--- src/hdl/mrta_pkg.sv ---
`default_nettype none

package mrta_pkg;

  localparam int NFIELDS         = 7;
  localparam int FIELD_WIDTH_DEF = 16;
  localparam int OPW             = 16;
  localparam int RADW            = OPW + 1;
  localparam int PRODW           = OPW + RADW;
  localparam int FUNC_W          = 3;
  localparam int FLD_W           = 3;
  localparam int CFG_IDX_W       = 3;

  typedef logic [OPW-1:0]    word_t;
  typedef logic [FLD_W-1:0]  fld_t;
  typedef logic [FUNC_W-1:0] func_code_t;

  localparam fld_t FLD_YEAR   = 3'd0;
  localparam fld_t FLD_MONTH  = 3'd1;
  localparam fld_t FLD_DAY    = 3'd2;
  localparam fld_t FLD_HOUR   = 3'd3;
  localparam fld_t FLD_MINUTE = 3'd4;
  localparam fld_t FLD_SECOND = 3'd5;
  localparam fld_t FLD_MILLI  = 3'd6;

  typedef enum logic [FUNC_W-1:0] {
    FN_LOAD  = 3'd0,
    FN_ADD   = 3'd1,
    FN_SUB   = 3'd2,
    FN_CMP   = 3'd3,
    FN_DIV   = 3'd4,
    FN_CLEAR = 3'd5
  } func_t;

  typedef logic [CFG_IDX_W-1:0] cfg_idx_t;
  localparam cfg_idx_t CFG_MILLI_LIMIT  = 3'd0;
  localparam cfg_idx_t CFG_SECOND_LIMIT = 3'd1;
  localparam cfg_idx_t CFG_MINUTE_LIMIT = 3'd2;
  localparam cfg_idx_t CFG_HOUR_LIMIT   = 3'd3;
  localparam cfg_idx_t CFG_DAY_LIMIT    = 3'd4;
  localparam cfg_idx_t CFG_MONTH_LIMIT  = 3'd5;
  localparam cfg_idx_t CFG_YEAR_LIMIT   = 3'd6;

  localparam logic [1:0] ORD_LESS    = 2'd0;
  localparam logic [1:0] ORD_EQUAL   = 2'd1;
  localparam logic [1:0] ORD_GREATER = 2'd2;

  localparam logic [1:0] ST_OK        = 2'd0;
  localparam logic [1:0] ST_OVERFLOW  = 2'd1;
  localparam logic [1:0] ST_UNDERFLOW = 2'd2;
  localparam logic [1:0] ST_DIV_ZERO  = 2'd3;

  localparam word_t LIM_RST [NFIELDS] = '{
    16'd4095, 16'd11, 16'd30, 16'd23, 16'd59, 16'd59, 16'd999
  };

  function automatic fld_t cfg_field(input cfg_idx_t idx);
    fld_t f;
    unique case (idx)
      CFG_MILLI_LIMIT:  f = FLD_MILLI;
      CFG_SECOND_LIMIT: f = FLD_SECOND;
      CFG_MINUTE_LIMIT: f = FLD_MINUTE;
      CFG_HOUR_LIMIT:   f = FLD_HOUR;
      CFG_DAY_LIMIT:    f = FLD_DAY;
      CFG_MONTH_LIMIT:  f = FLD_MONTH;
      default:          f = FLD_YEAR;
    endcase
    return f;
  endfunction

endpackage

`default_nettype wire

--- src/hdl/mrta_if.sv ---
`default_nettype none

interface mrta_in_if;
  logic                       valid;
  logic                       ready;
  logic [mrta_pkg::FUNC_W-1:0] func;
  mrta_pkg::word_t            op_year;
  mrta_pkg::word_t            op_month;
  mrta_pkg::word_t            op_day;
  mrta_pkg::word_t            op_hour;
  mrta_pkg::word_t            op_minute;
  mrta_pkg::word_t            op_second;
  mrta_pkg::word_t            op_milli;
  mrta_pkg::word_t            divisor;

  modport source (
    output valid, func, op_year, op_month, op_day, op_hour, op_minute, op_second,
           op_milli, divisor,
    input  ready
  );
  modport sink (
    input  valid, func, op_year, op_month, op_day, op_hour, op_minute, op_second,
           op_milli, divisor,
    output ready
  );
endinterface

interface mrta_out_if;
  logic            valid;
  logic            ready;
  mrta_pkg::word_t res_year;
  mrta_pkg::word_t res_month;
  mrta_pkg::word_t res_day;
  mrta_pkg::word_t res_hour;
  mrta_pkg::word_t res_minute;
  mrta_pkg::word_t res_second;
  mrta_pkg::word_t res_milli;
  logic [1:0]      order;
  logic [1:0]      status;
  logic            out_of_range;
  logic            is_empty;

  modport source (
    output valid, res_year, res_month, res_day, res_hour, res_minute, res_second,
           res_milli, order, status, out_of_range, is_empty,
    input  ready
  );
  modport sink (
    input  valid, res_year, res_month, res_day, res_hour, res_minute, res_second,
           res_milli, order, status, out_of_range, is_empty,
    output ready
  );
endinterface

`default_nettype wire

--- src/hdl/mrta_div.sv ---
`default_nettype none

module mrta_div #(
  parameter int DW = 33
) (
  input  wire                           clk,
  input  wire                           rst_n,
  input  wire                           start,
  input  wire [DW-1:0]                  dividend,
  input  wire [mrta_pkg::RADW-1:0]      divisor,
  output logic                          done,
  output logic [DW-1:0]                 quot,
  output logic [mrta_pkg::RADW-1:0]     rem
);

  localparam int RW = mrta_pkg::RADW;
  localparam int CW = $clog2(DW + 1);

  logic [DW-1:0] q_r, q_nxt;
  logic [RW-1:0] r_r, r_nxt;
  logic [RW-1:0] d_r;
  logic [CW-1:0] cnt_r, cnt_nxt;
  logic          busy_r, busy_nxt;
  logic          done_r, done_nxt;
  logic [RW:0]   shifted;
  logic [RW:0]   trial;
  logic          fits;

  always_comb begin
    shifted  = {r_r, q_r[DW-1]};
    trial    = shifted - {1'b0, d_r};
    fits     = shifted >= {1'b0, d_r};
    q_nxt    = q_r;
    r_nxt    = r_r;
    cnt_nxt  = cnt_r;
    busy_nxt = busy_r;
    done_nxt = 1'b0;
    if (start) begin
      q_nxt    = dividend;
      r_nxt    = '0;
      cnt_nxt  = CW'(DW);
      busy_nxt = 1'b1;
    end else if (busy_r) begin
      q_nxt   = {q_r[DW-2:0], fits};
      r_nxt   = fits ? trial[RW-1:0] : shifted[RW-1:0];
      cnt_nxt = cnt_r - CW'(1);
      if (cnt_r == CW'(1)) begin
        busy_nxt = 1'b0;
        done_nxt = 1'b1;
      end
    end
  end

  always_ff @(posedge clk) begin
    if (!rst_n) begin
      busy_r <= 1'b0;
      done_r <= 1'b0;
      cnt_r  <= '0;
    end else begin
      busy_r <= busy_nxt;
      done_r <= done_nxt;
      cnt_r  <= cnt_nxt;
    end
  end

  always_ff @(posedge clk) begin
    q_r <= q_nxt;
    r_r <= r_nxt;
    if (start) begin
      d_r <= divisor;
    end
  end

  assign done = done_r;
  assign quot = q_r;
  assign rem  = r_r;

endmodule

`default_nettype wire

--- src/hdl/mixed_radix_timestamp_alu.sv ---
// Mixed-radix timestamp accumulator (year .. millisecond, seven fields).
// in_ch: valid/ready beat carrying func, the operand timestamp and divisor.
// out_ch: valid/ready beat carrying the accumulator, order, status and flags.
// cfg_we/cfg_idx/cfg_wdata: per-field limits, to be written by the user
// only while the block idles; the block does not enforce this. One item
// is worked at a time; in_ch.ready is high only while idle. Add carries
// and divide go through one restoring divider (one quotient bit a cycle,
// DW = max(max(FIELD_WIDTH,16)+4, 33) bits, 33 at the default width).
// Steps from accept to result beat, by function:
//   load, clear, unused codes, divide by zero: straight to the result
//   compare: one field at a time from year, up to the first difference
//   subtract: one field at a time from millisecond to year, with borrow
//   add: millisecond to year, the divider for each of up to six carries
//   divide: the seven long-division steps, year to millisecond
// Reset (synchronous, rst_n low) clears the accumulator, drops any pending
// result and restores the default limits. When out_ch stalls, the result
// holds in the output register; the next item is still taken and waits in
// its final state until the register frees.
`default_nettype none

module mixed_radix_timestamp_alu #(
  parameter int FIELD_WIDTH = mrta_pkg::FIELD_WIDTH_DEF
) (
  input  wire                               clk,
  input  wire                               rst_n,
  mrta_in_if.sink                           in_ch,
  mrta_out_if.source                        out_ch,
  input  wire                               cfg_we,
  input  wire [mrta_pkg::CFG_IDX_W-1:0]     cfg_idx,
  input  wire [mrta_pkg::OPW-1:0]           cfg_wdata
);

  localparam int W  = FIELD_WIDTH;
  localparam int NF = mrta_pkg::NFIELDS;
  localparam int XW = (W > mrta_pkg::OPW) ? W : mrta_pkg::OPW;
  localparam int AW = XW + 4;
  localparam int DW = (AW > mrta_pkg::PRODW) ? AW : mrta_pkg::PRODW;
  localparam int SW = ((W > mrta_pkg::RADW) ? W : mrta_pkg::RADW) + 2;
  localparam int PW = mrta_pkg::PRODW;
  localparam int RW = mrta_pkg::RADW;

  typedef enum logic [6:0] {
    S_IDLE = 7'b0000001,
    S_STEP = 7'b0000010,
    S_MUL  = 7'b0000100,
    S_SUM  = 7'b0001000,
    S_CHK  = 7'b0010000,
    S_DIV  = 7'b0100000,
    S_DONE = 7'b1000000
  } state_t;

  state_t                         state_r, state_nxt;
  mrta_pkg::fld_t                 fld_r, fld_nxt;
  mrta_pkg::func_code_t           func_r;
  mrta_pkg::word_t                op_r [NF];
  mrta_pkg::word_t                dvr_r;
  mrta_pkg::word_t                lim_r [NF];
  logic [W-1:0]                   acc_r [NF];
  logic [AW-1:0]                  carry_r, carry_nxt;
  logic                           borrow_r, borrow_nxt;
  mrta_pkg::word_t                rest_r, rest_nxt;
  logic [PW-1:0]                  prod_r, prod_nxt;
  logic [DW-1:0]                  cur_r, cur_nxt;
  logic [1:0]                     order_r, order_nxt;
  logic [1:0]                     status_r, status_nxt;

  mrta_pkg::word_t                out_res_r [NF];
  logic [1:0]                     out_order_r;
  logic [1:0]                     out_status_r;
  logic                           out_oor_r;
  logic                           out_empty_r;
  logic                           out_valid_r;

  logic                           acc_we;
  logic [W-1:0]                   acc_wd;
  logic                           acc_load;
  logic                           acc_clear;
  logic                           div_start;
  logic [RW-1:0]                  div_divisor;
  logic                           div_done;
  logic [DW-1:0]                  div_quot;
  logic [RW-1:0]                  div_rem;

  logic [W-1:0]                   acc_f;
  mrta_pkg::word_t                op_f;
  mrta_pkg::word_t                lim_f;
  logic [RW-1:0]                  radix_f;
  logic [RW-1:0]                  sub_v;
  logic [SW-1:0]                  acc_s;
  logic [SW-1:0]                  sub_s;
  logic                           sub_lt;
  logic [SW-1:0]                  diff_wrap;
  logic [SW-1:0]                  diff_plain;
  logic [DW-1:0]                  sum_v;
  logic                           cur_gt;
  logic                           year_ovf;
  logic                           in_acc;
  logic                           out_free;
  logic                           flag_oor;
  logic                           flag_empty;

  assign in_acc   = in_ch.valid && in_ch.ready;
  assign out_free = !out_valid_r || out_ch.ready;

  assign acc_f   = acc_r[fld_r];
  assign op_f    = op_r[fld_r];
  assign lim_f   = lim_r[fld_r];
  assign radix_f = RW'(lim_f) + RW'(1);

  assign sub_v      = RW'(op_f) + RW'(borrow_r);
  assign acc_s      = SW'(acc_f);
  assign sub_s      = SW'(sub_v);
  assign sub_lt     = acc_s < sub_s;
  assign diff_wrap  = acc_s + SW'(radix_f) - sub_s;
  assign diff_plain = acc_s - sub_s;

  assign sum_v = (func_r == mrta_pkg::FN_ADD) ?
                 DW'(acc_f) + DW'(op_f) + DW'(carry_r) :
                 DW'(acc_f) + DW'(prod_r);

  assign cur_gt   = cur_r > DW'(lim_f);
  assign year_ovf = (cur_r > DW'(lim_r[mrta_pkg::FLD_YEAR])) || (|cur_r[DW-1:W]);

  assign div_divisor = (func_r == mrta_pkg::FN_ADD) ? radix_f : RW'(dvr_r);

  mrta_div #(
    .DW (DW)
  ) u_div (
    .clk      (clk),
    .rst_n    (rst_n),
    .start    (div_start),
    .dividend (cur_r),
    .divisor  (div_divisor),
    .done     (div_done),
    .quot     (div_quot),
    .rem      (div_rem)
  );

  always_comb begin
    state_nxt  = state_r;
    fld_nxt    = fld_r;
    carry_nxt  = carry_r;
    borrow_nxt = borrow_r;
    rest_nxt   = rest_r;
    prod_nxt   = prod_r;
    cur_nxt    = cur_r;
    order_nxt  = order_r;
    status_nxt = status_r;
    acc_we     = 1'b0;
    acc_wd     = acc_f;
    acc_load   = 1'b0;
    acc_clear  = 1'b0;
    div_start  = 1'b0;
    unique case (state_r)
      S_IDLE: begin
        if (in_acc) begin
          order_nxt  = mrta_pkg::ORD_LESS;
          status_nxt = mrta_pkg::ST_OK;
          carry_nxt  = '0;
          borrow_nxt = 1'b0;
          rest_nxt   = '0;
          unique case (in_ch.func)
            mrta_pkg::FN_LOAD: begin
              acc_load  = 1'b1;
              state_nxt = S_DONE;
            end
            mrta_pkg::FN_CLEAR: begin
              acc_clear = 1'b1;
              state_nxt = S_DONE;
            end
            mrta_pkg::FN_ADD: begin
              fld_nxt   = mrta_pkg::FLD_MILLI;
              state_nxt = S_SUM;
            end
            mrta_pkg::FN_SUB: begin
              fld_nxt   = mrta_pkg::FLD_MILLI;
              state_nxt = S_STEP;
            end
            mrta_pkg::FN_CMP: begin
              fld_nxt   = mrta_pkg::FLD_YEAR;
              state_nxt = S_STEP;
            end
            mrta_pkg::FN_DIV: begin
              if (in_ch.divisor == '0) begin
                status_nxt = mrta_pkg::ST_DIV_ZERO;
                state_nxt  = S_DONE;
              end else begin
                fld_nxt   = mrta_pkg::FLD_YEAR;
                state_nxt = S_MUL;
              end
            end
            default: begin
              state_nxt = S_DONE;
            end
          endcase
        end
      end
      S_STEP: begin
        if (func_r == mrta_pkg::FN_SUB) begin
          if (fld_r == mrta_pkg::FLD_YEAR) begin
            if (sub_lt) begin
              status_nxt = mrta_pkg::ST_UNDERFLOW;
            end else begin
              acc_we = 1'b1;
              acc_wd = W'(diff_plain);
            end
            state_nxt = S_DONE;
          end else begin
            acc_we     = 1'b1;
            acc_wd     = sub_lt ? W'(diff_wrap) : W'(diff_plain);
            borrow_nxt = sub_lt;
            fld_nxt    = fld_r - mrta_pkg::fld_t'(1);
          end
        end else begin
          if (XW'(acc_f) < XW'(op_f)) begin
            order_nxt = mrta_pkg::ORD_LESS;
            state_nxt = S_DONE;
          end else if (XW'(acc_f) > XW'(op_f)) begin
            order_nxt = mrta_pkg::ORD_GREATER;
            state_nxt = S_DONE;
          end else if (fld_r == mrta_pkg::FLD_MILLI) begin
            order_nxt = mrta_pkg::ORD_EQUAL;
            state_nxt = S_DONE;
          end else begin
            fld_nxt = fld_r + mrta_pkg::fld_t'(1);
          end
        end
      end
      S_MUL: begin
        prod_nxt  = PW'(rest_r) * PW'(radix_f);
        state_nxt = S_SUM;
      end
      S_SUM: begin
        cur_nxt   = sum_v;
        state_nxt = S_CHK;
      end
      S_CHK: begin
        if (func_r == mrta_pkg::FN_ADD) begin
          if (fld_r == mrta_pkg::FLD_YEAR) begin
            acc_we = 1'b1;
            acc_wd = W'(cur_r);
            if (year_ovf) begin
              status_nxt = mrta_pkg::ST_OVERFLOW;
            end
            state_nxt = S_DONE;
          end else if (cur_gt) begin
            div_start = 1'b1;
            state_nxt = S_DIV;
          end else begin
            acc_we    = 1'b1;
            acc_wd    = W'(cur_r);
            carry_nxt = '0;
            fld_nxt   = fld_r - mrta_pkg::fld_t'(1);
            state_nxt = S_SUM;
          end
        end else begin
          div_start = 1'b1;
          state_nxt = S_DIV;
        end
      end
      S_DIV: begin
        if (div_done) begin
          acc_we = 1'b1;
          if (func_r == mrta_pkg::FN_ADD) begin
            acc_wd    = W'(div_rem);
            carry_nxt = AW'(div_quot);
            fld_nxt   = fld_r - mrta_pkg::fld_t'(1);
            state_nxt = S_SUM;
          end else begin
            acc_wd   = W'(div_quot);
            rest_nxt = mrta_pkg::OPW'(div_rem);
            if (fld_r == mrta_pkg::FLD_MILLI) begin
              state_nxt = S_DONE;
            end else begin
              fld_nxt   = fld_r + mrta_pkg::fld_t'(1);
              state_nxt = S_MUL;
            end
          end
        end
      end
      S_DONE: begin
        if (out_free) begin
          state_nxt = S_IDLE;
        end
      end
      default: begin
        state_nxt = S_IDLE;
      end
    endcase
  end

  always_comb begin
    flag_oor   = 1'b0;
    flag_empty = 1'b1;
    for (int i = 0; i < NF; i++) begin
      if (XW'(acc_r[i]) > XW'(lim_r[i])) begin
        flag_oor = 1'b1;
      end
      if (acc_r[i] != '0) begin
        flag_empty = 1'b0;
      end
    end
  end

  always_ff @(posedge clk) begin
    if (!rst_n) begin
      state_r     <= S_IDLE;
      out_valid_r <= 1'b0;
      for (int i = 0; i < NF; i++) begin
        acc_r[i] <= '0;
        lim_r[i] <= mrta_pkg::LIM_RST[i];
      end
    end else begin
      state_r <= state_nxt;
      if (state_r == S_DONE && out_free) begin
        out_valid_r <= 1'b1;
      end else if (out_ch.ready) begin
        out_valid_r <= 1'b0;
      end
      if (cfg_we && cfg_idx <= mrta_pkg::CFG_YEAR_LIMIT) begin
        lim_r[mrta_pkg::cfg_field(cfg_idx)] <= cfg_wdata;
      end
      if (acc_load) begin
        acc_r[mrta_pkg::FLD_YEAR]   <= W'(in_ch.op_year);
        acc_r[mrta_pkg::FLD_MONTH]  <= W'(in_ch.op_month);
        acc_r[mrta_pkg::FLD_DAY]    <= W'(in_ch.op_day);
        acc_r[mrta_pkg::FLD_HOUR]   <= W'(in_ch.op_hour);
        acc_r[mrta_pkg::FLD_MINUTE] <= W'(in_ch.op_minute);
        acc_r[mrta_pkg::FLD_SECOND] <= W'(in_ch.op_second);
        acc_r[mrta_pkg::FLD_MILLI]  <= W'(in_ch.op_milli);
      end else if (acc_clear) begin
        for (int i = 0; i < NF; i++) begin
          acc_r[i] <= '0;
        end
      end else if (acc_we) begin
        acc_r[fld_r] <= acc_wd;
      end
    end
  end

  always_ff @(posedge clk) begin
    fld_r    <= fld_nxt;
    carry_r  <= carry_nxt;
    borrow_r <= borrow_nxt;
    rest_r   <= rest_nxt;
    prod_r   <= prod_nxt;
    cur_r    <= cur_nxt;
    order_r  <= order_nxt;
    status_r <= status_nxt;
    if (in_acc) begin
      func_r                      <= in_ch.func;
      dvr_r                       <= in_ch.divisor;
      op_r[mrta_pkg::FLD_YEAR]    <= in_ch.op_year;
      op_r[mrta_pkg::FLD_MONTH]   <= in_ch.op_month;
      op_r[mrta_pkg::FLD_DAY]     <= in_ch.op_day;
      op_r[mrta_pkg::FLD_HOUR]    <= in_ch.op_hour;
      op_r[mrta_pkg::FLD_MINUTE]  <= in_ch.op_minute;
      op_r[mrta_pkg::FLD_SECOND]  <= in_ch.op_second;
      op_r[mrta_pkg::FLD_MILLI]   <= in_ch.op_milli;
    end
    if (state_r == S_DONE && out_free) begin
      for (int i = 0; i < NF; i++) begin
        out_res_r[i] <= mrta_pkg::OPW'(acc_r[i]);
      end
      out_order_r  <= order_r;
      out_status_r <= status_r;
      out_oor_r    <= flag_oor;
      out_empty_r  <= flag_empty;
    end
  end

  assign in_ch.ready = (state_r == S_IDLE);

  assign out_ch.valid        = out_valid_r;
  assign out_ch.res_year     = out_res_r[mrta_pkg::FLD_YEAR];
  assign out_ch.res_month    = out_res_r[mrta_pkg::FLD_MONTH];
  assign out_ch.res_day      = out_res_r[mrta_pkg::FLD_DAY];
  assign out_ch.res_hour     = out_res_r[mrta_pkg::FLD_HOUR];
  assign out_ch.res_minute   = out_res_r[mrta_pkg::FLD_MINUTE];
  assign out_ch.res_second   = out_res_r[mrta_pkg::FLD_SECOND];
  assign out_ch.res_milli    = out_res_r[mrta_pkg::FLD_MILLI];
  assign out_ch.order        = out_order_r;
  assign out_ch.status       = out_status_r;
  assign out_ch.out_of_range = out_oor_r;
  assign out_ch.is_empty     = out_empty_r;

endmodule

`default_nettype wire

--- src/flat_wrapper.sv ---
// flat-port wrapper written by rule: the top's interface ports become plain ports
module mixed_radix_timestamp_alu_flat 
#(
  parameter int FIELD_WIDTH = mrta_pkg::FIELD_WIDTH_DEF
)
  (clk, rst_n, cfg_we, cfg_idx, cfg_wdata, in_ch_valid, in_ch_func, in_ch_op_year, in_ch_op_month, in_ch_op_day, in_ch_op_hour, in_ch_op_minute, in_ch_op_second, in_ch_op_milli, in_ch_divisor, in_ch_ready, out_ch_valid, out_ch_res_year, out_ch_res_month, out_ch_res_day, out_ch_res_hour, out_ch_res_minute, out_ch_res_second, out_ch_res_milli, out_ch_order, out_ch_status, out_ch_out_of_range, out_ch_is_empty, out_ch_ready);
  mrta_in_if in_ch_i ();
  mrta_out_if out_ch_i ();
  input  wire clk;
  input  wire rst_n;
  input  wire cfg_we;
  input  wire [mrta_pkg::CFG_IDX_W-1:0] cfg_idx;
  input  wire [mrta_pkg::OPW-1:0] cfg_wdata;
  input wire logic [$bits(in_ch_i.valid)-1:0] in_ch_valid;
  input wire logic [$bits(in_ch_i.func)-1:0] in_ch_func;
  input wire logic [$bits(in_ch_i.op_year)-1:0] in_ch_op_year;
  input wire logic [$bits(in_ch_i.op_month)-1:0] in_ch_op_month;
  input wire logic [$bits(in_ch_i.op_day)-1:0] in_ch_op_day;
  input wire logic [$bits(in_ch_i.op_hour)-1:0] in_ch_op_hour;
  input wire logic [$bits(in_ch_i.op_minute)-1:0] in_ch_op_minute;
  input wire logic [$bits(in_ch_i.op_second)-1:0] in_ch_op_second;
  input wire logic [$bits(in_ch_i.op_milli)-1:0] in_ch_op_milli;
  input wire logic [$bits(in_ch_i.divisor)-1:0] in_ch_divisor;
  output wire logic [$bits(in_ch_i.ready)-1:0] in_ch_ready;
  output wire logic [$bits(out_ch_i.valid)-1:0] out_ch_valid;
  output wire logic [$bits(out_ch_i.res_year)-1:0] out_ch_res_year;
  output wire logic [$bits(out_ch_i.res_month)-1:0] out_ch_res_month;
  output wire logic [$bits(out_ch_i.res_day)-1:0] out_ch_res_day;
  output wire logic [$bits(out_ch_i.res_hour)-1:0] out_ch_res_hour;
  output wire logic [$bits(out_ch_i.res_minute)-1:0] out_ch_res_minute;
  output wire logic [$bits(out_ch_i.res_second)-1:0] out_ch_res_second;
  output wire logic [$bits(out_ch_i.res_milli)-1:0] out_ch_res_milli;
  output wire logic [$bits(out_ch_i.order)-1:0] out_ch_order;
  output wire logic [$bits(out_ch_i.status)-1:0] out_ch_status;
  output wire logic [$bits(out_ch_i.out_of_range)-1:0] out_ch_out_of_range;
  output wire logic [$bits(out_ch_i.is_empty)-1:0] out_ch_is_empty;
  input wire logic [$bits(out_ch_i.ready)-1:0] out_ch_ready;
  assign in_ch_i.valid = in_ch_valid;
  assign in_ch_i.func = in_ch_func;
  assign in_ch_i.op_year = in_ch_op_year;
  assign in_ch_i.op_month = in_ch_op_month;
  assign in_ch_i.op_day = in_ch_op_day;
  assign in_ch_i.op_hour = in_ch_op_hour;
  assign in_ch_i.op_minute = in_ch_op_minute;
  assign in_ch_i.op_second = in_ch_op_second;
  assign in_ch_i.op_milli = in_ch_op_milli;
  assign in_ch_i.divisor = in_ch_divisor;
  assign in_ch_ready = in_ch_i.ready;
  assign out_ch_valid = out_ch_i.valid;
  assign out_ch_res_year = out_ch_i.res_year;
  assign out_ch_res_month = out_ch_i.res_month;
  assign out_ch_res_day = out_ch_i.res_day;
  assign out_ch_res_hour = out_ch_i.res_hour;
  assign out_ch_res_minute = out_ch_i.res_minute;
  assign out_ch_res_second = out_ch_i.res_second;
  assign out_ch_res_milli = out_ch_i.res_milli;
  assign out_ch_order = out_ch_i.order;
  assign out_ch_status = out_ch_i.status;
  assign out_ch_out_of_range = out_ch_i.out_of_range;
  assign out_ch_is_empty = out_ch_i.is_empty;
  assign out_ch_i.ready = out_ch_ready;
  mixed_radix_timestamp_alu #(.FIELD_WIDTH(FIELD_WIDTH)) u_core (.clk(clk), .rst_n(rst_n), .in_ch(in_ch_i), .out_ch(out_ch_i), .cfg_we(cfg_we), .cfg_idx(cfg_idx), .cfg_wdata(cfg_wdata));
endmodule
--- config.mk ---
export PLATFORM = sky130hd
export DESIGN_NAME = mixed_radix_timestamp_alu_flat
export DESIGN_NICKNAME = d
export VERILOG_FILES = /design/src/hdl/mrta_pkg.sv /design/src/hdl/mrta_if.sv /design/src/hdl/mrta_div.sv /design/src/hdl/mixed_radix_timestamp_alu.sv /design/src/flat_wrapper.sv
export SDC_FILE = /design/constraint.sdc
export NUM_CORES = 2
export LEC_CHECK = 0
export CAP_MARGIN = 20
export CELL_PAD_IN_SITES_DETAIL_PLACEMENT = 1
export CELL_PAD_IN_SITES_GLOBAL_PLACEMENT = 1
export CORE_UTILIZATION = 45
export DETAILED_ROUTE_END_ITERATION = 12
export DONT_BUFFER_PORTS = 1
export GPL_TIMING_DRIVEN = 0
export PLACE_DENSITY = 0.79
export SETUP_SLACK_MARGIN = 0.2
export SLEW_MARGIN = 20
export SYNTH_ARGS = -nofsm -noshare
export SYNTH_HDL_FRONTEND = slang
export SYNTH_SLANG_ARGS = --single-unit
--- constraint.sdc ---
create_clock -name clk -period 8.1 [get_ports clk]
set_input_delay 0.81 -clock clk [delete_from_list [all_inputs] [get_ports clk]]
set_output_delay 0.81 -clock clk [all_outputs]
set_load 0.02 [all_outputs]
# After elaboration in Yosys (flattened, before gate mapping)
# Memory sizes are Yosys's and may differ from the RTL's. A register that Yosys moved wholly into a read port is not among the register bits.
# Cells that the tools add are included.
# classes
bitwise_logic,16
n_lt_le_gt_ge,14
multipliers,1
reduce_logical,40
add_sub_neg,12
muxes,150
eq_ne,44
# op_table
operator,count
$mux 16,29
$gt 16x16->1,8
$mux 20,6
$reduce_bool 16->1,7
$mux 33,3
$mux 7,13
$gt 33x16->1,2
$pmux 20 s3,1
$mux 3,19
$mux 1,50
$pmux 7 s7,1
$pmux 16 s3,1
$add 16x33->33,1
$add 33x20->33,1
$mul 16x17->33,1
$pmux 16 s2,1
$reduce_or 16->1,2
$sub 16x16->16,2
$mux 2,14
$pmux 7 s3,1
$ge 18x17->1,1
$mux 6,3
$pmux 3 s6,1
$add 16x1->17,1
54 further kinds,108
# totals
ramBits,448
input_bits,155
out_inout_bits,120
word_cells,305
n_memories,4
regBits,218
# memory_table
name,depth,width,rd,rd_clocked_by_memory_dff,wr,line,rtl
u_core.acc_r,7,16,8,1,7,mixed_radix_timestamp_alu.sv:58,logic [W-1:0] acc_r [NF];
u_core.lim_r,7,16,8,1,7,mixed_radix_timestamp_alu.sv:57,mrta_pkg::word_t lim_r [NF];
u_core.op_r,7,16,1,1,7,mixed_radix_timestamp_alu.sv:55,mrta_pkg::word_t op_r [NF];
u_core.out_res_r,7,16,7,0,7,mixed_radix_timestamp_alu.sv:67,mrta_pkg::word_t out_res_r [NF];

# Longest topological paths before layout
# logic_depth
ltp_word,13
ltp_mapped,38
mapped_depth_nobuf,32

# By module
# Synthesis repeated with hierarchy kept, for this count alone.
# unflattened
cells_unflattened,4330
hier_area_um2,48103.6
# modules_own_cells
module,seq_area_each_um2,cells_per_inst,n_inst,area_each_um2
mixed_radix_timestamp_alu,18367.6,3967,1,44013.5
mrta_div,2001.9,363,1,4090.2

# Least setup slack after synthesis
# Ideal clock, no wire load.
# synth_path
path_type,register to register
from,reg (tool-made name)
to,"reg u_core.prod_r[32], data pin"
t_required_ns,7.840
path_stages_with_launch,39
setup_time_ns,0.260
arrival_time_ns,8.504
synth_period_minus_slack_ns,8.764
n_path_buf,7
slack_ns,-0.664
path_cell_list,dfxtp_1 -> buf_6 -> buf_8 -> buf_6 -> buf_6 -> buf_8 -> buf_6 -> mux4_2 -> nand2_1 -> o22ai_1 -> nor4b_2 -> nor2b_1 -> nand2b_1 -> or2_1 -> nor3_1 -> nor3b_2 -> buf_2 -> nand2_1 -> (+3 left out) -> inv_1 -> fa_1 -> fa_1 -> inv_1 -> fa_1 -> inv_1 -> ha_1 -> a21o_1 -> a21o_1 -> a21oi_1 -> o21bai_1 -> a21o_1 -> nand2_1 -> a21oi_1 -> a2111o_1 -> a31o_2 -> a21oi_1 -> xnor2_1
# synth_lines
element,line,rtl
"end signal, assigned",mixed_radix_timestamp_alu.sv:346,prod_r <= prod_nxt;
"end, declared",mixed_radix_timestamp_alu.sv:62,"logic [PW-1:0] prod_r, prod_nxt;"

==> flow_summary.ini <==
[sta]
slew_headroom = 0.226
rsz0062_at_grt = true
hold_slack_ns = 0.203
fin_tns_setup_ns = -8.04
fin_crit_sh = 1.10
final_max_slew_viol_count = 0
hold_violations = 0
worst-slew-pin-transition_ns = 1.15
fin_crit_ns = 8.91
setup_ws_ns = -0.805
fin_skew_ns = 0.0664
max_freq_mhz = 112
setup_violations = 16

[logic_synthesis]
synth-edff-count = 633
synthArstFlopShare = 0
synthCells = 4431
yosys_warnings = 0
synth_cell_types = 93
syn_area_um2 = 48100
synthTopCellsByArea = edfxtp_1 (40%), ha_1 (9.7%), fa_1 (9.5%)
synth_top_area_cell = edfxtp_1
synth.top_cell.area_share = 0.395
synth_ff_type = edfxtp_1
ys_seq_elements = 701
synth_area_per_cell_um2 = 10.9
yosysSeqAreaShare = 0.423

[detailed_routing]
drc = 14
drt_first_iter_violations = 5035
firstDrtPassIters = 10
drt-vias-per-instance = 6.44
vias = 39700
detail_route.wl_per_cell_um = 33.3
postRouteAntennaNets = 0
wirelength_um = 205000

[placed_design]
hpwlAfterDp_um = 152000
preCtsSetupSlack_ns = -3.05
gp_congestion = 1.01
numPortBuffers = 0
post_dp_cell_area_um2 = 50600

[cells_and_area]
fillers = 11200
final_area_um2 = 56000
final_cell_mix = edfxtp_1 (633), inv_1 (526), nand2_1 (435), ha_1 (355), fa_1 (220)
final_nets = 5438
final_common_cell = edfxtp_1
area_delta_synth_final_pct = 16.4
drive_gt1_frac = 0.149

[cts]
clkSlewWorstSetupHoldPaths_ns = 0.08
clockBufferDepth = 3
clock_latency_ns = 0.70
htreeDepth = 3
cts_sinks = 701
root_buffer = clkbuf_16
cts_tree = done
cts_buffers = 75

[setup_path]
cp_common_cell = fa_1
cp-start-kind = flop
critPathMaxStageDelay_ns = 0.58
crit_path_max_fanout = 8
cp_slowest_cell = mux2i_2
path_delay_family = adder cells
critical_path_buf_inv_count = 10
crit_type = reg -> reg
worst_setup_path_end_kind = flop
arrival_ns = 9.29
crit_required_ns = 8.48

[floorplanning]
fp.dieArea_um2 = 108000
die_w_um = 329
core_area_um2 = 106000
start_util = 0.455
die_h_um = 329
std_cell_rows = 119
ios = 275

[min_path]
worstHoldStart = in_ch_op_year[15]
hp-class = in -> reg

[grt]
grt_pass1_vias = 41300
grt_first_pass_wirelength_um = 287000
antenna_found_initial = 30
overflow = 0
grt_max_degree = 96
grt_usage = 0.372

[job]
cap_viol_max_count = 0

[status]
outcome = finished, violations left
violations = design-rule violations, negative setup slack
synth_stat cells, types with 27 or more instances:
cell type  instances
edfxtp_1         633
inv_1            554
nand2_1          452
ha_1             372
fa_1             228
nor2_1           227
and2_1           203
a21oi_1          187
o21ai_0          145
clkbuf_1         103
xnor2_1           89
nand3_1           84
mux4_2            76
mux2i_1           70
nor3_1            70
dfxtp_1           68
o21a_1            62
a21o_1            55
mux2_2            54
nand4_1           53
nor4_1            53
nand2b_1          48
xor2_1            43
a22o_1            42
nor2b_1           39
o211ai_1          32
and3_1            29
o21bai_1          28
a211oi_1          27
worst paths after layout:
| path | end | slack, ns | depth (start not counted) |
|---|---|---|---|
| setup / recovery | u_core.prod_r[32]$_DFFE_PP_ | -0.81 | 35 |
| hold / removal | u_core.op_r[0][15]$_DFFE_PP_ | 0.20 | 0 |
| setup reg to reg | u_core.prod_r[32]$_DFFE_PP_ | -0.81 | 35 |
| hold reg to reg | u_core.out_ch.order[0]$_DFFE_PP_ | 0.43 | 0 |
registers in the layout, indices dropped and copies added (netlist names), 3 cells and up, named ones only:
signal and flops:
u_core.acc_r 128, u_core.carry_r 20, u_core.cur_r 33, u_core.dvr_r 16, u_core.fld_r 3, u_core.func_r 3, u_core.lim_r 128, u_core.op_r 112
u_core.out_res_r 112, u_core.prod_r 33, u_core.rest_r 16, u_core.state_r 7, u_core.u_div.cnt_r 6, u_core.u_div.d_r 17, u_core.u_div.quot 33, u_core.u_div.rem 17
metrics by stage:
step,cells,util
after floorplan,4446,-
after global placement,5837,0.475
after detailed placement,5857,0.479
after CTS,6091,0.522
after global routing,6151,0.530
final,6161,0.530
logic make-up (layout without fill, tap and decap cells):
group | Yosys count | count (layout) | synth area share
flops | 701 | 701 | 0.423
simple gates | 1348 | 1348 | 0.139
mux | 201 | 201 | 0.0632
other cells | 1 | 40 | 0.0000779
compound gates | 739 | 739 | 0.100
fa+ha+maj | 600 | 600 | 0.192
buf+inv | 707 | 1006 | 0.0571
xor+xnor | 134 | 135 | 0.0251
worst register-to-register path, delay by kind of cell, from the launching register on:
| family | cells | cell delay, ns |
|---|---|---|
| adders and majority gates | 7 | 3.30 |
| AOI/OAI and AO/OA | 8 | 1.69 |
| muxes | 2 | 1.10 |
| buffers and inverters | 10 | 0.99 |
| and+or+nand+nor | 6 | 0.99 |
| DFF | 1 | 0.32 |
| xor gates and xnor gates | 2 | 0.23 |
area by class of cell:
type	count	area, um2	area share
antenna	24	60.1	0.00107
inverter	556	2100	0.0375
timing repair buffer	159	1580	0.0283
tap	1391	1740	0.0311
multi-input combinational	3039	26500	0.473
sequential	701	20400	0.364
clock buffer	95	1970	0.0352
clock inverter	45	679	0.0121
buffer	151	992	0.0177
repair_timing:
item                                    in CTS  in global routing
endpoints found under the hold margin        0                  0
gates resized for setup                    236                115
pin swaps                                   85                 84
endpoints found under the setup margin     365                268
hold buffers                                 0                  0
buffers inserted                            91                 46
cloned                                       3                  0
routing by layer:
layer  share of wire  vias up  track usage  routed length [um]
met5         0.00049        -            0                 101
met4           0.084       14        0.266               17300
met3            0.12      815        0.110               23800
met2            0.45     2712        0.580               92700
met1            0.35    20000        0.439               71300
li1                -    16200            -                   -
Power is left out: the tool's default activity adds up to more than one toggle a clock period on the data nets, which glitch-free logic cannot reach.
